**src/hw/rtl/serial_bus_byte_transceiver_top_assert.svh**
```systemverilog
// ----------------------------------------------------------------------------
// serial_bus_byte_transceiver_top_assert
// Assertion macros for the serial bus byte transceiver. Each macro samples
// on clk and is disabled during rst.
// ----------------------------------------------------------------------------
`ifndef SERIAL_BUS_BYTE_TRANSCEIVER_TOP_ASSERT_SVH
`define SERIAL_BUS_BYTE_TRANSCEIVER_TOP_ASSERT_SVH
`ifndef SYNTHESIS
`define SBBT_ASSERT_NOW(label, cond, msg) \
  label: assert property (@(posedge clk) disable iff (rst) (cond)) else $error(msg);
`define SBBT_ASSERT_IMP(label, pre, post, msg) \
  label: assert property (@(posedge clk) disable iff (rst) (pre) |-> (post)) else $error(msg);
`define SBBT_ASSERT_NEXT(label, pre, post, msg) \
  label: assert property (@(posedge clk) disable iff (rst) (pre) |=> (post)) else $error(msg);
`else
`define SBBT_ASSERT_NOW(label, cond, msg)
`define SBBT_ASSERT_IMP(label, pre, post, msg)
`define SBBT_ASSERT_NEXT(label, pre, post, msg)
`endif
`endif

```
**src/hw/rtl/sbbt_pkg.sv**
```systemverilog
// ----------------------------------------------------------------------------
// sbbt_pkg
// Shared types, codes and reset values of the serial bus byte transceiver.
// ----------------------------------------------------------------------------
`timescale 1ns / 1ps
`default_nettype none

package sbbt_pkg;

  localparam int COUNT_BITS_DEFAULT = 16;

  localparam int CFG_INDEX_BITS = 3;
  localparam int CFG_DATA_BITS  = 16;

  localparam logic [1:0] CMD_TICK = 2'd0;
  localparam logic [1:0] CMD_RECV = 2'd1;
  localparam logic [1:0] CMD_SEND = 2'd2;

  localparam logic [1:0] ST_OK      = 2'd0;
  localparam logic [1:0] ST_TIMEOUT = 2'd1;
  localparam logic [1:0] ST_ABORT   = 2'd2;

  localparam logic [CFG_INDEX_BITS-1:0] REG_WAIT_LIMIT  = 3'd0;
  localparam logic [CFG_INDEX_BITS-1:0] REG_EOI_LIMIT   = 3'd1;
  localparam logic [CFG_INDEX_BITS-1:0] REG_EOI_ACK     = 3'd2;
  localparam logic [CFG_INDEX_BITS-1:0] REG_BIT_DELAY   = 3'd3;
  localparam logic [CFG_INDEX_BITS-1:0] REG_SEND_LEAD   = 3'd4;
  localparam logic [CFG_INDEX_BITS-1:0] REG_RECV_TAIL   = 3'd5;

  localparam logic [15:0] WAIT_LIMIT_RESET = 16'd50000;
  localparam logic [15:0] EOI_LIMIT_RESET  = 16'd200;
  localparam logic [7:0]  EOI_ACK_RESET    = 8'd4;
  localparam logic [7:0]  BIT_DELAY_RESET  = 8'd4;
  localparam logic [7:0]  SEND_LEAD_RESET  = 8'd10;
  localparam logic [7:0]  RECV_TAIL_RESET  = 8'd5;

  typedef struct packed {
    logic [15:0] wait_limit;
    logic [15:0] eoi_limit;
    logic [7:0]  eoi_ack;
    logic [7:0]  bit_delay;
    logic [7:0]  send_lead;
    logic [7:0]  recv_tail;
  } cfg_t;

  typedef struct packed {
    logic       clock_drive;
    logic       data_drive;
    logic       busy_res;
    logic       done_res;
    logic [7:0] received_byte;
    logic       end_flag;
    logic [1:0] status;
  } result_t;

endpackage

`default_nettype wire

```
**src/hw/rtl/sbbt_core.sv**
```systemverilog
// ----------------------------------------------------------------------------
// sbbt_core
// Byte handshake sequencer: one step per accepted line sample, result
// produced combinationally from the sample and the held state.
// ----------------------------------------------------------------------------
`timescale 1ns / 1ps
`default_nettype none

`include "serial_bus_byte_transceiver_top_assert.svh"

module sbbt_core #(
  parameter int COUNT_BITS = sbbt_pkg::COUNT_BITS_DEFAULT
) (
  input  wire logic             clk,
  input  wire logic             rst,
  input  wire logic             step,
  input  wire logic [1:0]       command,
  input  wire logic [7:0]       send_byte,
  input  wire logic             send_last,
  input  wire logic             clock_line,
  input  wire logic             data_line,
  input  wire sbbt_pkg::cfg_t   cfg,
  output sbbt_pkg::result_t     res
);

  localparam int CMP_BITS = (COUNT_BITS > 16) ? COUNT_BITS : 16;

  typedef enum logic [4:0] {
    P_IDLE,
    R_CLK_LOW0, R_CLK_HIGH0, R_EOI_WAIT, R_EOI_ACK, R_EOI_CLK_LOW,
    R_BIT_HIGH, R_BIT_LOW, R_TAIL,
    S_LEAD, S_DLOW_A, S_DLOW_B, S_DHIGH, S_DLOW_C, S_SETTLE, S_CLK_LOW, S_END
  } phase_t;

  phase_t                phase, phase_next, ph_eff;
  logic [COUNT_BITS-1:0] tick_count, tick_count_next, tc_base, tc_wait, tc_inc, tc_dly;
  logic [2:0]            bit_index, bit_index_next, bi_b;
  logic [7:0]            shift_byte, shift_byte_next, sb_b;
  logic                  eoi_mark, eoi_mark_next, em_b;
  logic                  clock_out, clock_out_next;
  logic                  data_out, data_out_next;
  logic                  soft_timeout, soft_timeout_next, soft_b;
  logic                  start_recv, start_send;
  logic                  w_line, w_want, w_hit, w_exp, d_done;
  logic [15:0]           w_lim, d_lim;
  logic                  fin;
  logic [7:0]            fin_byte;
  logic                  fin_end;
  logic [1:0]            fin_status;

  function automatic logic expired(input logic [COUNT_BITS-1:0] t, input logic [15:0] lim);
    expired = (CMP_BITS'(t) >= CMP_BITS'(lim)) || (&t);
  endfunction

  assign start_recv = (phase == P_IDLE) && (command == sbbt_pkg::CMD_RECV);
  assign start_send = (phase == P_IDLE) && (command == sbbt_pkg::CMD_SEND);

  always_comb begin
    ph_eff  = phase;
    tc_base = tick_count;
    bi_b    = bit_index;
    sb_b    = shift_byte;
    em_b    = eoi_mark;
    soft_b  = soft_timeout;
    if (start_recv) begin
      ph_eff  = R_CLK_LOW0;
      tc_base = '0;
      bi_b    = '0;
      sb_b    = '0;
      em_b    = 1'b0;
      soft_b  = 1'b0;
    end else if (start_send) begin
      ph_eff  = S_LEAD;
      tc_base = '0;
      bi_b    = '0;
      sb_b    = send_byte;
      em_b    = send_last;
    end
  end

  always_comb begin
    w_line = clock_line;
    w_want = 1'b0;
    w_lim  = cfg.wait_limit;
    d_lim  = {8'd0, cfg.bit_delay};
    unique case (ph_eff)
      R_CLK_HIGH0, R_BIT_HIGH: w_want = 1'b1;
      R_EOI_WAIT:              w_lim  = cfg.eoi_limit;
      S_DLOW_A, S_DLOW_B, S_DLOW_C: w_line = data_line;
      S_DHIGH, S_END: begin
        w_line = data_line;
        w_want = 1'b1;
      end
      R_EOI_ACK: d_lim = {8'd0, cfg.eoi_ack};
      R_TAIL:    d_lim = {8'd0, cfg.recv_tail};
      S_LEAD:    d_lim = {8'd0, cfg.send_lead};
      default: ;
    endcase
  end

  assign w_hit   = (w_line == w_want);
  assign w_exp   = !w_hit && expired(tc_base, w_lim);
  assign tc_wait = (w_hit || w_exp) ? '0 : tc_base + COUNT_BITS'(1);
  assign tc_inc  = (&tc_base) ? tc_base : tc_base + COUNT_BITS'(1);
  assign d_done  = expired(tc_inc, d_lim);
  assign tc_dly  = d_done ? '0 : tc_inc;

  always_comb begin
    phase_next        = ph_eff;
    tick_count_next   = tc_base;
    bit_index_next    = bi_b;
    shift_byte_next   = sb_b;
    eoi_mark_next     = em_b;
    clock_out_next    = clock_out;
    data_out_next     = data_out;
    soft_timeout_next = soft_b;
    fin               = 1'b0;
    fin_byte          = '0;
    fin_end           = 1'b0;
    fin_status        = sbbt_pkg::ST_OK;
    unique case (ph_eff)
      P_IDLE: ;
      R_CLK_LOW0: begin
        tick_count_next = tc_wait;
        if (w_hit || w_exp) begin
          if (w_exp) soft_timeout_next = 1'b1;
          data_out_next = 1'b0;
          phase_next    = R_CLK_HIGH0;
        end
      end
      R_CLK_HIGH0: begin
        tick_count_next = tc_wait;
        if (w_hit || w_exp) begin
          data_out_next = 1'b1;
          if (w_exp) begin
            fin        = 1'b1;
            fin_status = sbbt_pkg::ST_TIMEOUT;
            phase_next = P_IDLE;
          end else begin
            phase_next = R_EOI_WAIT;
          end
        end
      end
      R_EOI_WAIT: begin
        tick_count_next = tc_wait;
        if (w_hit) begin
          bit_index_next = '0;
          phase_next     = R_BIT_HIGH;
        end else if (w_exp) begin
          eoi_mark_next = 1'b1;
          data_out_next = 1'b0;
          phase_next    = R_EOI_ACK;
        end
      end
      R_EOI_ACK: begin
        tick_count_next = tc_dly;
        if (d_done) begin
          data_out_next = 1'b1;
          phase_next    = R_EOI_CLK_LOW;
        end
      end
      R_EOI_CLK_LOW: begin
        tick_count_next = tc_wait;
        if (w_exp) begin
          fin        = 1'b1;
          fin_status = sbbt_pkg::ST_TIMEOUT;
          phase_next = P_IDLE;
        end else if (w_hit) begin
          bit_index_next = '0;
          phase_next     = R_BIT_HIGH;
        end
      end
      R_BIT_HIGH: begin
        tick_count_next = tc_wait;
        if (w_exp) begin
          fin        = 1'b1;
          fin_status = sbbt_pkg::ST_TIMEOUT;
          phase_next = P_IDLE;
        end else if (w_hit) begin
          if (data_line) shift_byte_next[bi_b] = 1'b1;
          phase_next = R_BIT_LOW;
        end
      end
      R_BIT_LOW: begin
        tick_count_next = tc_wait;
        if (w_exp) begin
          fin        = 1'b1;
          fin_status = sbbt_pkg::ST_TIMEOUT;
          phase_next = P_IDLE;
        end else if (w_hit) begin
          if (&bi_b) begin
            data_out_next = 1'b0;
            if (em_b) clock_out_next = 1'b0;
            phase_next = R_TAIL;
          end else begin
            bit_index_next = bi_b + 3'd1;
            phase_next     = R_BIT_HIGH;
          end
        end
      end
      R_TAIL: begin
        tick_count_next = tc_dly;
        if (d_done) begin
          fin        = 1'b1;
          fin_status = soft_b ? sbbt_pkg::ST_TIMEOUT : sbbt_pkg::ST_OK;
          fin_byte   = sb_b;
          fin_end    = em_b;
          phase_next = P_IDLE;
        end
      end
      S_LEAD: begin
        tick_count_next = tc_dly;
        if (d_done) begin
          clock_out_next = 1'b0;
          if (data_line) begin
            phase_next = S_DLOW_A;
          end else begin
            eoi_mark_next = 1'b1;
            phase_next    = S_DLOW_B;
          end
        end
      end
      S_DLOW_A: begin
        tick_count_next = tc_wait;
        if (w_exp) begin
          fin        = 1'b1;
          fin_status = sbbt_pkg::ST_TIMEOUT;
          phase_next = P_IDLE;
        end else if (w_hit) begin
          if (em_b) begin
            phase_next = S_DLOW_B;
          end else begin
            clock_out_next = 1'b1;
            phase_next     = S_DLOW_C;
          end
        end
      end
      S_DLOW_B: begin
        tick_count_next = tc_wait;
        if (w_exp) begin
          fin        = 1'b1;
          fin_status = sbbt_pkg::ST_TIMEOUT;
          phase_next = P_IDLE;
        end else if (w_hit) begin
          phase_next = S_DHIGH;
        end
      end
      S_DHIGH: begin
        tick_count_next = tc_wait;
        if (w_exp) begin
          fin        = 1'b1;
          fin_status = sbbt_pkg::ST_TIMEOUT;
          phase_next = P_IDLE;
        end else if (w_hit) begin
          clock_out_next = 1'b1;
          phase_next     = S_DLOW_C;
        end
      end
      S_DLOW_C: begin
        tick_count_next = tc_wait;
        if (w_exp) begin
          fin        = 1'b1;
          fin_status = sbbt_pkg::ST_TIMEOUT;
          phase_next = P_IDLE;
        end else if (w_hit) begin
          bit_index_next = '0;
          phase_next     = S_SETTLE;
        end
      end
      S_SETTLE: begin
        tick_count_next = tc_dly;
        if (d_done) begin
          if (data_line) begin
            fin        = 1'b1;
            fin_status = sbbt_pkg::ST_ABORT;
            phase_next = P_IDLE;
          end else begin
            data_out_next  = ~sb_b[bi_b];
            clock_out_next = 1'b0;
            phase_next     = S_CLK_LOW;
          end
        end
      end
      S_CLK_LOW: begin
        tick_count_next = tc_dly;
        if (d_done) begin
          clock_out_next = 1'b1;
          data_out_next  = 1'b0;
          if (&bi_b) begin
            phase_next = S_END;
          end else begin
            bit_index_next = bi_b + 3'd1;
            phase_next     = S_SETTLE;
          end
        end
      end
      S_END: begin
        tick_count_next = tc_wait;
        if (w_exp) begin
          fin        = 1'b1;
          fin_status = sbbt_pkg::ST_TIMEOUT;
          phase_next = P_IDLE;
        end else if (w_hit) begin
          fin        = 1'b1;
          fin_end    = em_b;
          phase_next = P_IDLE;
        end
      end
      default: phase_next = P_IDLE;
    endcase
    if (fin) tick_count_next = '0;
  end

  always_ff @(posedge clk) begin
    if (rst) begin
      phase        <= P_IDLE;
      tick_count   <= '0;
      bit_index    <= '0;
      shift_byte   <= '0;
      eoi_mark     <= 1'b0;
      clock_out    <= 1'b1;
      data_out     <= 1'b1;
      soft_timeout <= 1'b0;
    end else if (step) begin
      phase        <= phase_next;
      tick_count   <= tick_count_next;
      bit_index    <= bit_index_next;
      shift_byte   <= shift_byte_next;
      eoi_mark     <= eoi_mark_next;
      clock_out    <= clock_out_next;
      data_out     <= data_out_next;
      soft_timeout <= soft_timeout_next;
    end
  end

  always_comb begin
    res.clock_drive   = clock_out_next;
    res.data_drive    = data_out_next;
    res.busy_res      = (phase_next != P_IDLE);
    res.done_res      = fin;
    res.received_byte = fin_byte;
    res.end_flag      = fin_end;
    res.status        = fin_status;
  end

  `SBBT_ASSERT_NOW(a_done_not_busy, !(res.done_res && res.busy_res),
                   "transfer finished but sequencer still busy")
  `SBBT_ASSERT_NOW(a_status_only_done, res.done_res || (res.status == sbbt_pkg::ST_OK),
                   "status raised without a finished transfer")
  `SBBT_ASSERT_NEXT(a_idle_tick_stays,
                    step && (phase == P_IDLE) && (command != sbbt_pkg::CMD_RECV)
                      && (command != sbbt_pkg::CMD_SEND),
                    (phase == P_IDLE) && $stable(clock_out) && $stable(data_out),
                    "plain tick in idle changed sequencer state")

endmodule

`default_nettype wire

```
**src/hw/rtl/sbbt_skid.sv**
```systemverilog
// ----------------------------------------------------------------------------
// sbbt_skid
// Result register with one skid entry: takes a result while the output
// holds a stalled one.
// ----------------------------------------------------------------------------
`timescale 1ns / 1ps
`default_nettype none

`include "serial_bus_byte_transceiver_top_assert.svh"

module sbbt_skid (
  input  wire logic              clk,
  input  wire logic              rst,
  input  wire logic              in_valid,
  output logic                   in_ready,
  input  wire sbbt_pkg::result_t in_data,
  output logic                   out_valid,
  input  wire logic              out_ready,
  output sbbt_pkg::result_t      out_data
);

  logic              skid_valid;
  sbbt_pkg::result_t skid_data;

  assign in_ready = !skid_valid;

  always_ff @(posedge clk) begin
    if (rst) begin
      out_valid  <= 1'b0;
      skid_valid <= 1'b0;
    end else if (out_ready || !out_valid) begin
      if (skid_valid) begin
        out_data   <= skid_data;
        out_valid  <= 1'b1;
        skid_valid <= 1'b0;
      end else begin
        out_data  <= in_data;
        out_valid <= in_valid;
      end
    end else if (in_valid && in_ready) begin
      skid_data  <= in_data;
      skid_valid <= 1'b1;
    end
  end

  `SBBT_ASSERT_NOW(a_skid_behind_out, !skid_valid || out_valid,
                   "skid entry held while output register empty")
  `SBBT_ASSERT_NEXT(a_skid_drains, skid_valid && out_ready, out_valid && !skid_valid,
                    "skid entry not moved to output")

endmodule

`default_nettype wire

```
**src/hw/rtl/serial_bus_byte_transceiver_top.sv**
```systemverilog
// ----------------------------------------------------------------------------
// serial_bus_byte_transceiver_top
// Device-side byte handshake on a clock/data/attention serial bus.
// ----------------------------------------------------------------------------
// Each request on the s_ group is one 20 us line sample with a command in
// s_tuser (plain tick, start receive, start send); the send byte and the
// sampled clock and data levels sit in s_tdata, s_tlast asks for EOI on send.
// Every request yields exactly one result on the m_ group: the line drive
// levels, busy and done, the received byte and the status in m_tdata, the
// EOI flag in m_tlast.
// Each result is registered; one request per cycle is taken while s_tready is
// high, set by the single sequencer step between the state registers and the
// result register. When m_tready is low, one more request is taken into the
// skid entry and s_tready then drops until the output drains. Timeouts and
// delays come from six registers written on the cfg_ channel (cfg_ready is
// always high); the user must write them only while no transfer is running,
// which the block itself does not enforce. Reset loads the register defaults,
// releases both lines, idles the sequencer and empties the result path.
// ----------------------------------------------------------------------------
`timescale 1ns / 1ps
`default_nettype none

module serial_bus_byte_transceiver_top #(
  parameter int COUNT_BITS = sbbt_pkg::COUNT_BITS_DEFAULT
) (
  input  wire logic                                clk,
  input  wire logic                                rst,
  input  wire logic                                s_tvalid,
  output logic                                     s_tready,
  // [7:0] send_byte, [8] clock_line, [9] data_line, [15:10] zero
  input  wire logic [15:0]                         s_tdata,
  // [1:0] command
  input  wire logic [1:0]                          s_tuser,
  input  wire logic                                s_tlast,
  output logic                                     m_tvalid,
  input  wire logic                                m_tready,
  // [0] clock_drive, [1] data_drive, [2] busy_res, [3] done_res,
  // [11:4] received_byte, [13:12] status, [15:14] zero
  output logic [15:0]                              m_tdata,
  output logic                                     m_tlast,
  input  wire logic                                cfg_valid,
  output logic                                     cfg_ready,
  input  wire logic [sbbt_pkg::CFG_INDEX_BITS-1:0] cfg_index,
  input  wire logic [sbbt_pkg::CFG_DATA_BITS-1:0]  cfg_data
);

  sbbt_pkg::cfg_t    cfg;
  sbbt_pkg::result_t core_res, out_res;
  logic              step;

  assign cfg_ready = 1'b1;

  always_ff @(posedge clk) begin
    if (rst) begin
      cfg.wait_limit <= sbbt_pkg::WAIT_LIMIT_RESET;
      cfg.eoi_limit  <= sbbt_pkg::EOI_LIMIT_RESET;
      cfg.eoi_ack    <= sbbt_pkg::EOI_ACK_RESET;
      cfg.bit_delay  <= sbbt_pkg::BIT_DELAY_RESET;
      cfg.send_lead  <= sbbt_pkg::SEND_LEAD_RESET;
      cfg.recv_tail  <= sbbt_pkg::RECV_TAIL_RESET;
    end else if (cfg_valid && cfg_ready) begin
      unique case (cfg_index)
        sbbt_pkg::REG_WAIT_LIMIT: cfg.wait_limit <= cfg_data;
        sbbt_pkg::REG_EOI_LIMIT:  cfg.eoi_limit  <= cfg_data;
        sbbt_pkg::REG_EOI_ACK:    cfg.eoi_ack    <= cfg_data[7:0];
        sbbt_pkg::REG_BIT_DELAY:  cfg.bit_delay  <= cfg_data[7:0];
        sbbt_pkg::REG_SEND_LEAD:  cfg.send_lead  <= cfg_data[7:0];
        sbbt_pkg::REG_RECV_TAIL:  cfg.recv_tail  <= cfg_data[7:0];
        default: ;
      endcase
    end
  end

  assign step = s_tvalid && s_tready;

  sbbt_core #(
    .COUNT_BITS (COUNT_BITS)
  ) u_core (
    .clk        (clk),
    .rst        (rst),
    .step       (step),
    .command    (s_tuser),
    .send_byte  (s_tdata[7:0]),
    .send_last  (s_tlast),
    .clock_line (s_tdata[8]),
    .data_line  (s_tdata[9]),
    .cfg        (cfg),
    .res        (core_res)
  );

  sbbt_skid u_skid (
    .clk       (clk),
    .rst       (rst),
    .in_valid  (step),
    .in_ready  (s_tready),
    .in_data   (core_res),
    .out_valid (m_tvalid),
    .out_ready (m_tready),
    .out_data  (out_res)
  );

  assign m_tdata = {2'b00, out_res.status, out_res.received_byte, out_res.done_res,
                    out_res.busy_res, out_res.data_drive, out_res.clock_drive};
  assign m_tlast = out_res.end_flag;

endmodule

`default_nettype wire
```
**config.mk**
```make
export PLATFORM = sky130hd
export DESIGN_NAME = serial_bus_byte_transceiver_top
export DESIGN_NICKNAME = d
export VERILOG_FILES = /design/src/hw/rtl/sbbt_pkg.sv /design/src/hw/rtl/sbbt_core.sv /design/src/hw/rtl/sbbt_skid.sv /design/src/hw/rtl/serial_bus_byte_transceiver_top.sv
export VERILOG_INCLUDE_DIRS = /design/src /design/src/hw/rtl
export SDC_FILE = /design/constraint.sdc
export NUM_CORES = 1
export LEC_CHECK = 0
export ABC_AREA = 1
export BUFFER_PORTS_ARGS = -buffer_cell sky130_fd_sc_hd__buf_4
export CORE_UTILIZATION = 45
export CTS_BUF_LIST = sky130_fd_sc_hd__clkbuf_16
export CTS_CLUSTER_SIZE = 28
export DETAILED_ROUTE_END_ITERATION = 10
export GPL_TIMING_DRIVEN = 0
export PLACE_DENSITY = 0.67
export SYNTH_ARGS = -nofsm -noshare
export SYNTH_HDL_FRONTEND = slang
export SYNTH_SLANG_ARGS = --single-unit
```
**constraint.sdc**
```tcl
create_clock -name clk -period 4.6 [get_ports clk]
set_input_delay 0.23 -clock clk [delete_from_list [all_inputs] [get_ports clk]]
set_output_delay 0.23 -clock clk [all_outputs]
set_load 0.01 [all_outputs]
```
==> results.cfg <==
[status]
status = finished clean

[grt]
grt.total_usage = 0.2739
grt_max_degree = 20
first_global_vias = 7514
antenna_found_initial = 0
grt-ovfl-total = 0
grt_pass1_wl_mm = 39.25

[die]
die_y_um = 137.2
fp-row-count = 49
die_w_um = 137.2
dieArea_sq_mm = 0.01881
ios = 63
initial_core_util = 0.4592
design.core.area_sq_mm = 0.01790

[sta]
hold_ws_ns = 0.02101
tightest_slew_ns = 1.211
fin_skew_ns = 0.009394
hold_violations = 0
slew_headroom = 0.1896
grt_setup_unrepaired = true
post-route-period-util = 0.9557
drv_slew = 0
max_freq_ghz = 0.2275
setup_viol = 0
min_period_ns = 4.396

[clocking]
clk_pin_slew_worst_paths_ns = 0.06
clk_latency_ns = 0.43
hold_buffers = 0
clock_path_buffers = 2
cts_buffers = 17
h-tree-depth = 4
clock-root-buffer = clkbuf_16
cts_tree = built
clkSinkCount = 132

[cells_and_area]
antenna_cells = 0
layout.area.seq_sq_mm = 0.002953
nets = 1327
fillCellCount = 1762
final_util = 0.5506
area_growth_pct = 19.91
layout-drive-gt1-share = 0.1715
multi_input_area_sq_mm = 0.004608

[pwr]
p_int_w = 0.002431
powerDensity_mw_per_mm2 = 359.1
power_switching_w = 0.001108
power_frac_seq = 0.364
ir_drop_uv = 296.2
combPwrFrac = 0.231
switching_share = 0.3132
leakage_nw = 4.533
p_clk_frac = 0.405

[setup_path]
critPathRequiredTime_ns = 4.96
rr_worst_depth = 23
worstPathMaxFanout = 10
r2r-start = u_core.phase[3]$_SDFFE_PP0P_
rr_endpoint = u_core.tick_count[12]$_SDFFE_PP0P_
end_kind = flip-flop
path_class = flip-flop to flip-flop
worstPathArrival_ns = 4.75
reg2reg_slack_ns = 0.20
crit_path_start_kind = flip-flop

[synth]
synth_edf_count = 30
ys_ff_latch = 132
yosys-top-cells-count = nand2_1, nor2_1, inv_1, dfxtp_1, o21ai_0
synthTopCellsByArea = dfxtp_1, edfxtp_1, nand2_1
syn-cell-area_sq_mm = 0.008220
synth_most_common_cell = nand2_1
ys_seq_area_frac = 0.3580
synth_top_area_cell = dfxtp_1
synthCells = 1166
synth_top_area_frac = 0.2484
yosysWarnings = 0
ys_types = 48
ys_async_sr_fraction = 0
synth_flop_cell = dfxtp_1
syn_avg_cell_area_sq_um = 7.050

[hold_path]
hp-start = cfg_data[9]
worstHoldEndpoint = cfg[57]$_SDFFE_PP1P_
hold_path_depth = 3
hold_path_class = primary input to flip-flop

[placed_design]
gp_congestion = 0.9920
io_buffers = 52
dpl.hpwl_mm = 18.59

[drt]
wl_per_cell_um = 16.74
ant_nets = 0
drc = 0
vias_per_cell = 5.466
dr.pass1.iters = 6
totalWireLength_mm = 25.10
first_iter_violations = 655
dr_total_vias = 8199

[flow_run]
maxCapViolCount = 0
[layout make-up]
| class | instances | area share |
|---|---|---|
| Buffer | 46 | 0.02983 |
| Clock inverter | 15 | 0.01929 |
| Timing Repair Buffer | 74 | 0.05636 |
| Clock buffer | 17 | 0.04316 |
| Inverter | 144 | 0.05522 |
| Sequential cell | 132 | 0.2996 |
| Multi-Input combinational cell | 843 | 0.4675 |
| Tap cell | 229 | 0.02907 |
[power groups by stage]
| stage | sequential, W | combinational (W) | clock, W |
|---|---|---|---|
| after floorplan | 0.00131 | 0.000512 | 0 |
| after global placement | 0.00131 | 0.000743 | 0 |
| after detailed placement | 0.00131 | 0.000749 | 0 |
| after CTS | 0.00129 | 0.000762 | 0.00144 |
| after global routing | 0.00129 | 0.000895 | 0.00149 |
| final | 0.00129 | 0.000817 | 0.00143 |
[worst max-delay path by stage]
stage                                 startpoint  cells after the start  slack (ns)                                  to
floorplan           u_core.phase[4]$_SDFFE_PP0P_                     41        0.30       u_skid.out_data[12]$_DFFE_PP_
global placement    u_core.phase[1]$_SDFFE_PP0P_                     21       -0.90  u_core.tick_count[12]$_SDFFE_PP0P_
detailed placement  u_core.phase[1]$_SDFFE_PP0P_                     21       -0.86  u_core.tick_count[12]$_SDFFE_PP0P_
CTS                 u_core.phase[4]$_SDFFE_PP0P_                     36       0.005       u_skid.out_data[12]$_DFFE_PP_
global route        u_core.phase[4]$_SDFFE_PP0P_                     40       -0.09       u_skid.out_data[12]$_DFFE_PP_
finish              u_core.phase[3]$_SDFFE_PP0P_                     23        0.20  u_core.tick_count[12]$_SDFFE_PP0P_
[layer usage]
metal  global-route usage  up-vias  routed length, um
met5                    0        -                  0
li1                     -     4047                  -
met3              0.05333       58               1675
met4               0.1209        0                795
met2               0.4652      319              11990
met1               0.3343     3775              10640
[stage by stage]
stage	setup WS [ns]	instance area, sq um	setup TNS [ns]	total power [W]	instances
floorplan	0.2969	8224	0	0.001820	1167
global placement	-0.9003	8901	-32.20	0.002051	1448
detailed placement	-0.8589	8901	-32.13	0.002058	1448
CTS	0.004857	9587	0	0.003492	1479
global route	-0.09017	9857	-0.09757	0.003676	1500
finish	0.2040	9857	0	0.003539	1500
[what timing repair did]
item	CTS	global route
setup endpoints to repair	58	47
setup buffers	0	22
pin swaps	0	12
resized for setup	22	25
[worst max-delay path, stage by stage, from the launching register on]
cell      delay, ns
dfxtp_4        0.39
inv_2          0.10
nand3_4        0.12
nor2_4         0.08
nor2_4         0.20
nand2_2        0.13
nor2_1         0.15
clkbuf_4       0.29
buf_4          0.26
mux2i_1        0.27
ha_1           0.28
nand2_1        0.08
inv_1          0.05
nand3_1        0.10
inv_1          0.05
a21oi_1        0.19
nand2_1        0.09
a31oi_2        0.28
nand2_2        0.19
nor2_4         0.22
nand2_2        0.19
o21ai_1        0.25
o21ai_0        0.18
a21oi_1        0.15
[sequential cells by signal, summed over array words and instances (netlist names), 3 cells and up]
name               cells
cfg                   64
u_core.phase           5
u_core.tick_count     16
u_skid.out_data       15
u_core.bit_index       3
u_core.shift_byte      8
u_skid.skid_data      15
[placed cells by master (no fill, tap or decap), types with 4 or more instances in the layout]
master      instances
nand4_4             4
nand3_4             5
dfxtp_1            98
o211ai_1           10
o21ai_0           101
nand3_1            59
a21oi_1            47
clkbuf_16          17
mux2i_1            15
o221ai_1            5
o22ai_1            11
bufinv_16           4
o32ai_1             4
clkinvlp_4          5
ha_1               25
o21ai_1             6
a31oi_1            12
clkinv_1            6
edfxtp_1           30
nand3_2            12
clkbuf_1           24
nand2_2            15
nor2_1            177
buf_4              80
nand4_2             5
inv_1             132
a221oi_1            7
nor2_4             15
nand4_1            13
buf_2               4
nor3_2              5
nor3_1             15
nand2_1           239
inv_2               8
nor2_2             11
[logic make-up after synthesis]
kind of cell | count (synthesis) | synth area share
AND/OR/NAND/NOR | 582 | 0.3344
AO/OA/AOI/OAI | 212 | 0.1460
buffers and inverters | 192 | 0.09756
flip-flops | 132 | 0.3580
adder cells (fa/ha/maj) | 26 | 0.03957
multiplexers | 15 | 0.01826
XOR/XNOR | 5 | 0.005327
other | 2 | 0.0009136
Note: power is estimated with default switching activity, not from simulation.
